## config.mk

```make
export PLATFORM = sky130hd
export DESIGN_NAME = acm_ram
export DESIGN_NICKNAME = d
export VERILOG_FILES = /design/src/design/acm_ram.sv
export SDC_FILE = /design/constraint.sdc
export NUM_CORES = 1
export LEC_CHECK = 0
export ABC_AREA = 1
export BUFFER_PORTS_ARGS = -buffer_cell sky130_fd_sc_hd__buf_4
export CORE_MARGIN = 2
export CORE_UTILIZATION = 55
export CTS_CLUSTER_DIAMETER = 100
export CTS_CLUSTER_SIZE = 14
export DETAILED_ROUTE_END_ITERATION = 6
export HOLD_SLACK_MARGIN = 0.15
export PLACE_DENSITY = 0.75
export RECOVER_POWER = 25
export SYNTH_ARGS = -nofsm -noshare
export SYNTH_HDL_FRONTEND = slang
export SYNTH_SLANG_ARGS = --single-unit
```

## constraint.sdc

```tcl
create_clock -name clk -period 1.3 [get_ports clk]
set_clock_uncertainty 0.15 [all_clocks]
set_input_delay 0.13 -clock clk [delete_from_list [all_inputs] [get_ports clk]]
set_output_delay 0.13 -clock clk [all_outputs]
set_load 0.03 [all_outputs]
```

## src/design/acm_ram.sv

```systemverilog
// Single-port-write, single-port-read memory with registered read data.
// Used for the child links, node records and breadth-first queue; no dependencies.
module acm_ram #(
	parameter int W = 8,
	parameter int D = 16
) (
	input  logic                 clk,
	input  logic                 we,
	input  logic [$clog2(D)-1:0] waddr,
	input  logic [W-1:0]         wdata,
	input  logic [$clog2(D)-1:0] raddr,
	output logic [W-1:0]         rdata
);

	logic [W-1:0] mem [D];

	always_ff @(posedge clk) begin
		if (we) begin
			mem[waddr] <= wdata;
		end
		rdata <= mem[raddr];
	end

endmodule

```

After elaboration in Yosys (flattened, before gate mapping)
Memories as Yosys holds them, arrays and structs flattened. A register that Yosys moved wholly into a read port is not among the register bits.
Cells that the tools add are included.
{"block": "classes", "muxes": 2}
{"op": "1-bit 2-to-1 mux", "n": 2}
{"block": "totals", "ff_bits": 0, "ram_bits": 128, "in_bits": 18, "output_inout_bits": 8, "elab_cells": 3, "mem_count": 1}
{"name": "mem", "words": 16, "word_bits": 8, "read_ports": 1, "rd_ports_with_merged_regs": 1, "wr": 1, "line_no": "15", "rtl": "logic [W-1:0] mem [D];"}

Depth between registers and ports, before layout
Gate-level depths: netlist of the first run.
{"block": "logic_depth", "word_depth": 2, "ltp_mapped": 8, "ltp_nobuf": 7}

Worst setup path before layout of the first run
OpenSTA, ideal clock, no wires.
{"block": "synth_timing", "path_kind": "input-to-reg", "from": "input port waddr[3]", "to": "memory mem[4][0], enable pin", "setup_time_ns": 0.370, "t_arrival_ns": 0.711, "required_ns": 0.780, "slack_ns": 0.069, "cell_stages": 2, "n_path_buf": 0, "path_cell_list": "nand3b_1 > nor2_1"}
{"element": "start: declaration", "line_no": "9", "rtl": "input logic [$clog2(D)-1:0] waddr,"}
{"element": "end: declaration", "line_no": "15"}
No word-level cell before the write port.

Worst setup path after layout of the first run
{"block": "layout_timing", "from": "register rdata[7] (read register of mem)", "to": "output port rdata[7]"}
{"element": "start: declaration", "line_no": "12", "rtl": "output logic [W-1:0] rdata"}
No word-level cell between the ends.

==> results.yml, run 1 <==
clocking:
  clkSinkCount: 136
  clkLatencyLatePin_ns: 0.53
  clk_path_buf_depth: 2
  cts_tree: "built"
  cts_setup_buffers: 0
  cts_root_buf: "clkbuf_8"
  htree_levels: 4
  cts_buffers: 17
  clkTransAtPathRegs_ns: 0.06
grt:
  grt_overflow: 0
  antenna_found_initial: 0
  grt_max_degree: 41
  grt_usage: 0.2534
  grt_pass1_wl_um: 20660
  grt_pass1_vias: 3969
cells_and_area:
  layout_common_cells: "nand2_1 (173), edfxtp_1 (128), inv_1 (100), nand3_1 (96), buf_4 (30)"
  finalNonFillerCells: 763
  final_layout_size_suffix_gt1_frac: 0.1515
  final_nets: 632
  num_antenna_cells: 0
  syn_to_final_growth_pct: 21.76
  final_common_cell: "nand2_1"
  utilization: 0.6863
power_and_ir_drop:
  ir_drop_mv: 0.7965
  p_sw_frac: 0.2260
  finalPower_uw: 10480
  seq_power_share: 0.472
  p_switching_uw: 2368
  leakage_uw: 0.003063
  combPwrFrac: 0.073
  powerDensity_mw_per_mm2: 1492
  internal_power_uw: 8111
  clkPwrFrac: 0.455
timing:
  min_period_ns: 1.296
  fmax_mhz: 771.5
  fin_hold_ws_ns: 0.1455
  finalSetupViolCount: 0
  rsz0062_at_grt: "true"
  slew_violations: 0
  timing_hold_violations_final: 0
  worst_slack_ns: 0.003870
  max_slew_margin: 0.7076
  period_share: 0.9970
  tightest_slew_ns: 0.4386
worst_hold_path:
  min_path_type: "primary input to register"
worst_setup_path:
  crit_fanout: 1
  slowest_delay_ns: 0.35
  cp.required_ns: 1.02
  worstSetupPathType: "register to primary output"
  worst-path-buf-inv: 1
  cp.arrival_ns: 1.02
  cp-start-kind: "register"
  cp_cell_sequence: "buf_6"
  crit_slowest_cell: "dfxtp_2"
  cp_top_family: "flip-flops"
  endpoint_kind: "primary output"
die:
  fp.dieH_um: 106.4
  ios: 26
  initial_utilization: 0.5637
  num_rows: 37
  core_area_mm2: 0.01023
  fp.dieW_um: 106.4
  die-area_mm2: 0.01132
yosys:
  syn-num-nets: 569
  ys_ff_latch: 136
  netlist_instances: 551
  yosysTopAreaCell: "edfxtp_1"
  ys_seq_area_frac: 0.6943
  yosys_warnings: 0
  synthTopCellsByArea: "edfxtp_1 (67%), nand2_1 (11%), nand3_1 (8.4%)"
  syn-mean-instance-area_um2: 10.47
  synthesis.area_mm2: 0.005767
  synth.distinct_cells: 12
  synthDominantCellAreaShare: 0.6665
placed_design:
  dpl.hpwl_um: 7919
  port_buffers: 25
  dp_slack_ns: -0.03599
  gp_routability_congestion: 0.8327
  place_inst: 716
route:
  viasPerCell: 5.241
  routedWlPerCell_um: 17.07
  drtPass1Iterations: 5
  drc: 0
  postRouteAntennaNets: 0
  num_vias: 3999
  wirelength_um: 13030
  first_iter_violations: 317
run_status:
  status: "finished clean"
run:
  cap_viol_max_count: 0
[logic make-up (layout without fill, tap and decap cells)]
group	Yosys count	after routing	share of synthesized area
and+or+nand+nor	289	289	0.2105
buffers and inverters	126	202	0.09525
DFF	136	136	0.6943
[power by group through the flow]
| stage | clock network (µW) | logic (µW) | registers [µW] |
|---|---|---|---|
| after detailed placement | 0 | 704 | 5030 |
| after global routing | 4980 | 835 | 4950 |
| after global placement | 0 | 689 | 5030 |
| final | 4770 | 763 | 4950 |
| after CTS | 4800 | 755 | 4950 |
| after floorplan | 0 | 346 | 5070 |
[registers in the layout, indices dropped and copies added, names as in the netlist]
name,flops
mem,128
rdata,8
[cell usage after synthesis]
master    count
inv_1       100
edfxtp_1    128
buf_6         6
buf_4         4
buf_2        13
nand2_1     173
nand3b_1      2
nor2_1       17
inv_2         2
dfxtp_1       8
nand3_1      97
buf_1         1
[metal layers]
| layer | vias up | share of wire | GRT usage |
|---|---|---|---|
| li1 | 1898 | - | - |
| met1 | 1888 | 0.39 | 0.3074 |
| met2 | 178 | 0.52 | 0.4322 |
| met3 | 35 | 0.067 | 0.06193 |
| met4 | 0 | 0.026 | 0.1090 |
| met5 | - | 0 | 0 |
[area by class of cell]
class / instances / area [µm²]
flip-flops and latches: 136 / 4011
fillers: 712 / 3209
multi-input cells: 289 / 1224
repair buffers: 68 / 639.4
clock buffers: 17 / 414.1
inverters: 102 / 385.4
clock inverters: 15 / 177.7
well taps: 136 / 170.2
[worst paths after layout]
| kind | from | end | slack [ns] | cells after the start |
|---|---|---|---|---|
| setup reg to reg | mem[7][6] | rdata[6] | 0.11 | 6 |
| hold reg to reg | mem[14][4] | rdata[4] | 0.52 | 6 |
| setup / recovery | rdata[7] | rdata[7] | 0.004 | 1 |
| hold / removal | waddr[2] | mem[8][1] | 0.15 | 4 |
[metrics by stage]
step | cell area, µm² | TNS, ns
after floorplan | 5767 | 0
after global placement | 6231 | -0.03863
after detailed placement | 6231 | -0.06686
after CTS | 6992 | -0.02290
after global routing | 7022 | -0.6652
final | 7022 | 0
[repair_timing]
item / 4_1_cts / 5_1_grt
hold buffers: 14 / 2
cloned: 0 / 0
hold endpoints to repair: 226 / 64
resized for setup: 11 / 10
pin swaps: 0 / 1
setup endpoints to repair: 6 / 74
(Power assumes the default switching activity.)
==> run 2, diff against run 1 <==
--- a/config.mk
+++ b/config.mk
@@ -7,14 +7,15 @@
 export LEC_CHECK = 0
 export ABC_AREA = 1
 export BUFFER_PORTS_ARGS = -buffer_cell sky130_fd_sc_hd__buf_4
+export CELL_PAD_IN_SITES_DETAIL_PLACEMENT = 0
+export CELL_PAD_IN_SITES_GLOBAL_PLACEMENT = 2
 export CORE_MARGIN = 2
-export CORE_UTILIZATION = 55
+export CORE_UTILIZATION = 36
 export CTS_CLUSTER_DIAMETER = 100
 export CTS_CLUSTER_SIZE = 14
 export DETAILED_ROUTE_END_ITERATION = 6
 export HOLD_SLACK_MARGIN = 0.15
-export PLACE_DENSITY = 0.75
-export RECOVER_POWER = 25
+export PLACE_DENSITY_LB_ADDON = 0.1
 export SYNTH_ARGS = -nofsm -noshare
 export SYNTH_HDL_FRONTEND = slang
 export SYNTH_SLANG_ARGS = --single-unit
==> run 2 against run 1 <==
Compared with the run above: sequential share of layout area decreased by 0.32 points; first-iteration DRC count decreased by 6.6%; wire length increased by 19%; cell area increased by 0.37%; flip-flop and latch count unchanged; critical endpoint is now rdata[5]; largest cell class unchanged.
==> results.yml, run 2 (same netlist as run 1, synthesis figures left out) <==
run_status:
  status: "finished clean"
grt:
  grt_max_degree: 65
  antenna_found_initial: 0
  grt_usage: 0.1974
  grt_overflow: 0
  grt_pass1_wl_um: 23490
  grt_pass1_vias: 3787
route:
  postRouteAntennaNets: 0
  drtPass1Iterations: 4
  first_iter_violations: 296
  num_vias: 3789
  routedWlPerCell_um: 18.50
  viasPerCell: 4.521
  drc: 0
  wirelength_um: 15500
timing:
  timing_hold_violations_final: 0
  finalSetupTns_ns: 0
  rsz0062_at_grt: "false"
  period_share: 0.9422
  tightest_slew_ns: 0.3486
  min_period_ns: 1.225
  slew_violations: 0
  finalSetupViolCount: 0
  fmax_mhz: 816.4
  max_slew_margin: 0.7676
worst_setup_path:
  cp_cell_sequence: "buf_4"
  endpoint_kind: "primary output"
  worst-path-buf-inv: 1
  slowest_delay_ns: 0.35
  worstSetupPathType: "register to primary output"
  cp.arrival_ns: 0.94
  cp-start-kind: "register"
  cp.required_ns: 1.02
  crit_fanout: 1
  cp_top_family: "flip-flops"
  crit_slowest_cell: "dfxtp_1"
cells_and_area:
  finalNonFillerCells: 838
  nFillCells: 1577
  largest-register: "mem"
  seq_area_mm2: 0.004004
  multiInputGateArea_mm2: 0.001224
  final_common_cell: "nand2_1"
  final_layout_size_suffix_gt1_frac: 0.1270
  largest_reg_flops: 128
  biggestRegsByFlops: "mem x128, rdata x8"
  final_nets: 627
  syn_to_final_growth_pct: 22.22
  num_antenna_cells: 0
  layout_common_cells: "nand2_1 (173), edfxtp_1 (128), inv_1 (100), nand3_1 (95), buf_4 (46)"
clocking:
  htree_levels: 4
  clkSinkCount: 136
  cts_tree: "built"
  clk_path_buf_depth: 2
  clkLatencyLatePin_ns: 0.42
  cts_buffers: 17
  clkTransAtPathRegs_ns: 0.06
  cts_root_buf: "clkbuf_16"
die:
  num_rows: 46
  initial_utilization: 0.3657
  ios: 26
  core_area_mm2: 0.01577
  die-area_mm2: 0.01705
  fp.dieW_um: 130.6
  fp.dieH_um: 130.6
placed_design:
  place_inst: 795
  dpl.hpwl_um: 9878
  gp_routability_congestion: 0.7553
  port_buffers: 25
power_and_ir_drop:
  leakage_uw: 0.003036
  powerDensity_mw_per_mm2: 1506
  ir_drop_mv: 0.8961
worst_hold_path:
  min_path_type: "primary input to register"
run:
  cap_viol_max_count: 0
## run 2: power breakdown
group / total (µW) / internal (µW) / switching [µW] / leakage (µW)
clock network: 4900 / 3150 / 1750 / 0.000283
logic: 779 / 262 / 517 / 0.00153
registers: 4930 / 4900 / 31.0 / 0.00122
total: 10600 / 8320 / 2300 / 0.00304
## run 2: timing repair
action                     4_1_cts  5_1_grt
resized for setup                0        2
hold buffers                     9        2
setup endpoints to repair        0        2
hold endpoints to repair       136        8
buffers inserted                 0        0
## run 2: metrics by stage
stage               setup slack, ns  total power [µW]  hold WS [ns]  utilization  area, µm²
global route                0.01063             10980        0.1666       0.4469       7048
floorplan                   0.06916              5420       0.07887            -       5767
finish                      0.07510             10610        0.1325       0.4469       7048
global placement            -0.1163              5791        0.3308       0.4018       6336
CTS                         0.03656             10700       0.02162       0.4450       7018
detailed placement          -0.1364              5790        0.3237       0.4018       6336
## run 2: layer usage
metal	global-route usage	part of all wire	up-vias	routed length, µm
met5	0	0	-	0
met4	0.05444	0.011	0	178
met1	0.2847	0.50	1822	7681
met2	0.3024	0.46	69	7143
li1	-	-	1885	-
met3	0.04479	0.032	13	496
## run 2: worst paths after layout
check                  start       end  slack, ns  cells past startpoint
hold reg to reg   mem[14][4]  rdata[4]       0.51                      6
hold / removal      raddr[2]  rdata[5]       0.13                      6
setup / recovery    rdata[5]  rdata[5]       0.08                      1
setup reg to reg   mem[9][1]  rdata[1]       0.09                      6
## run 2: area by class of cell
cell class / instances / share of cell area
well taps: 216 / 0.03835
repair buffers: 63 / 0.08166
clock buffers: 19 / 0.06142
clock inverters: 13 / 0.02255
multi-input cells: 289 / 0.1736
inverters: 102 / 0.05432
flip-flops and latches: 136 / 0.5681
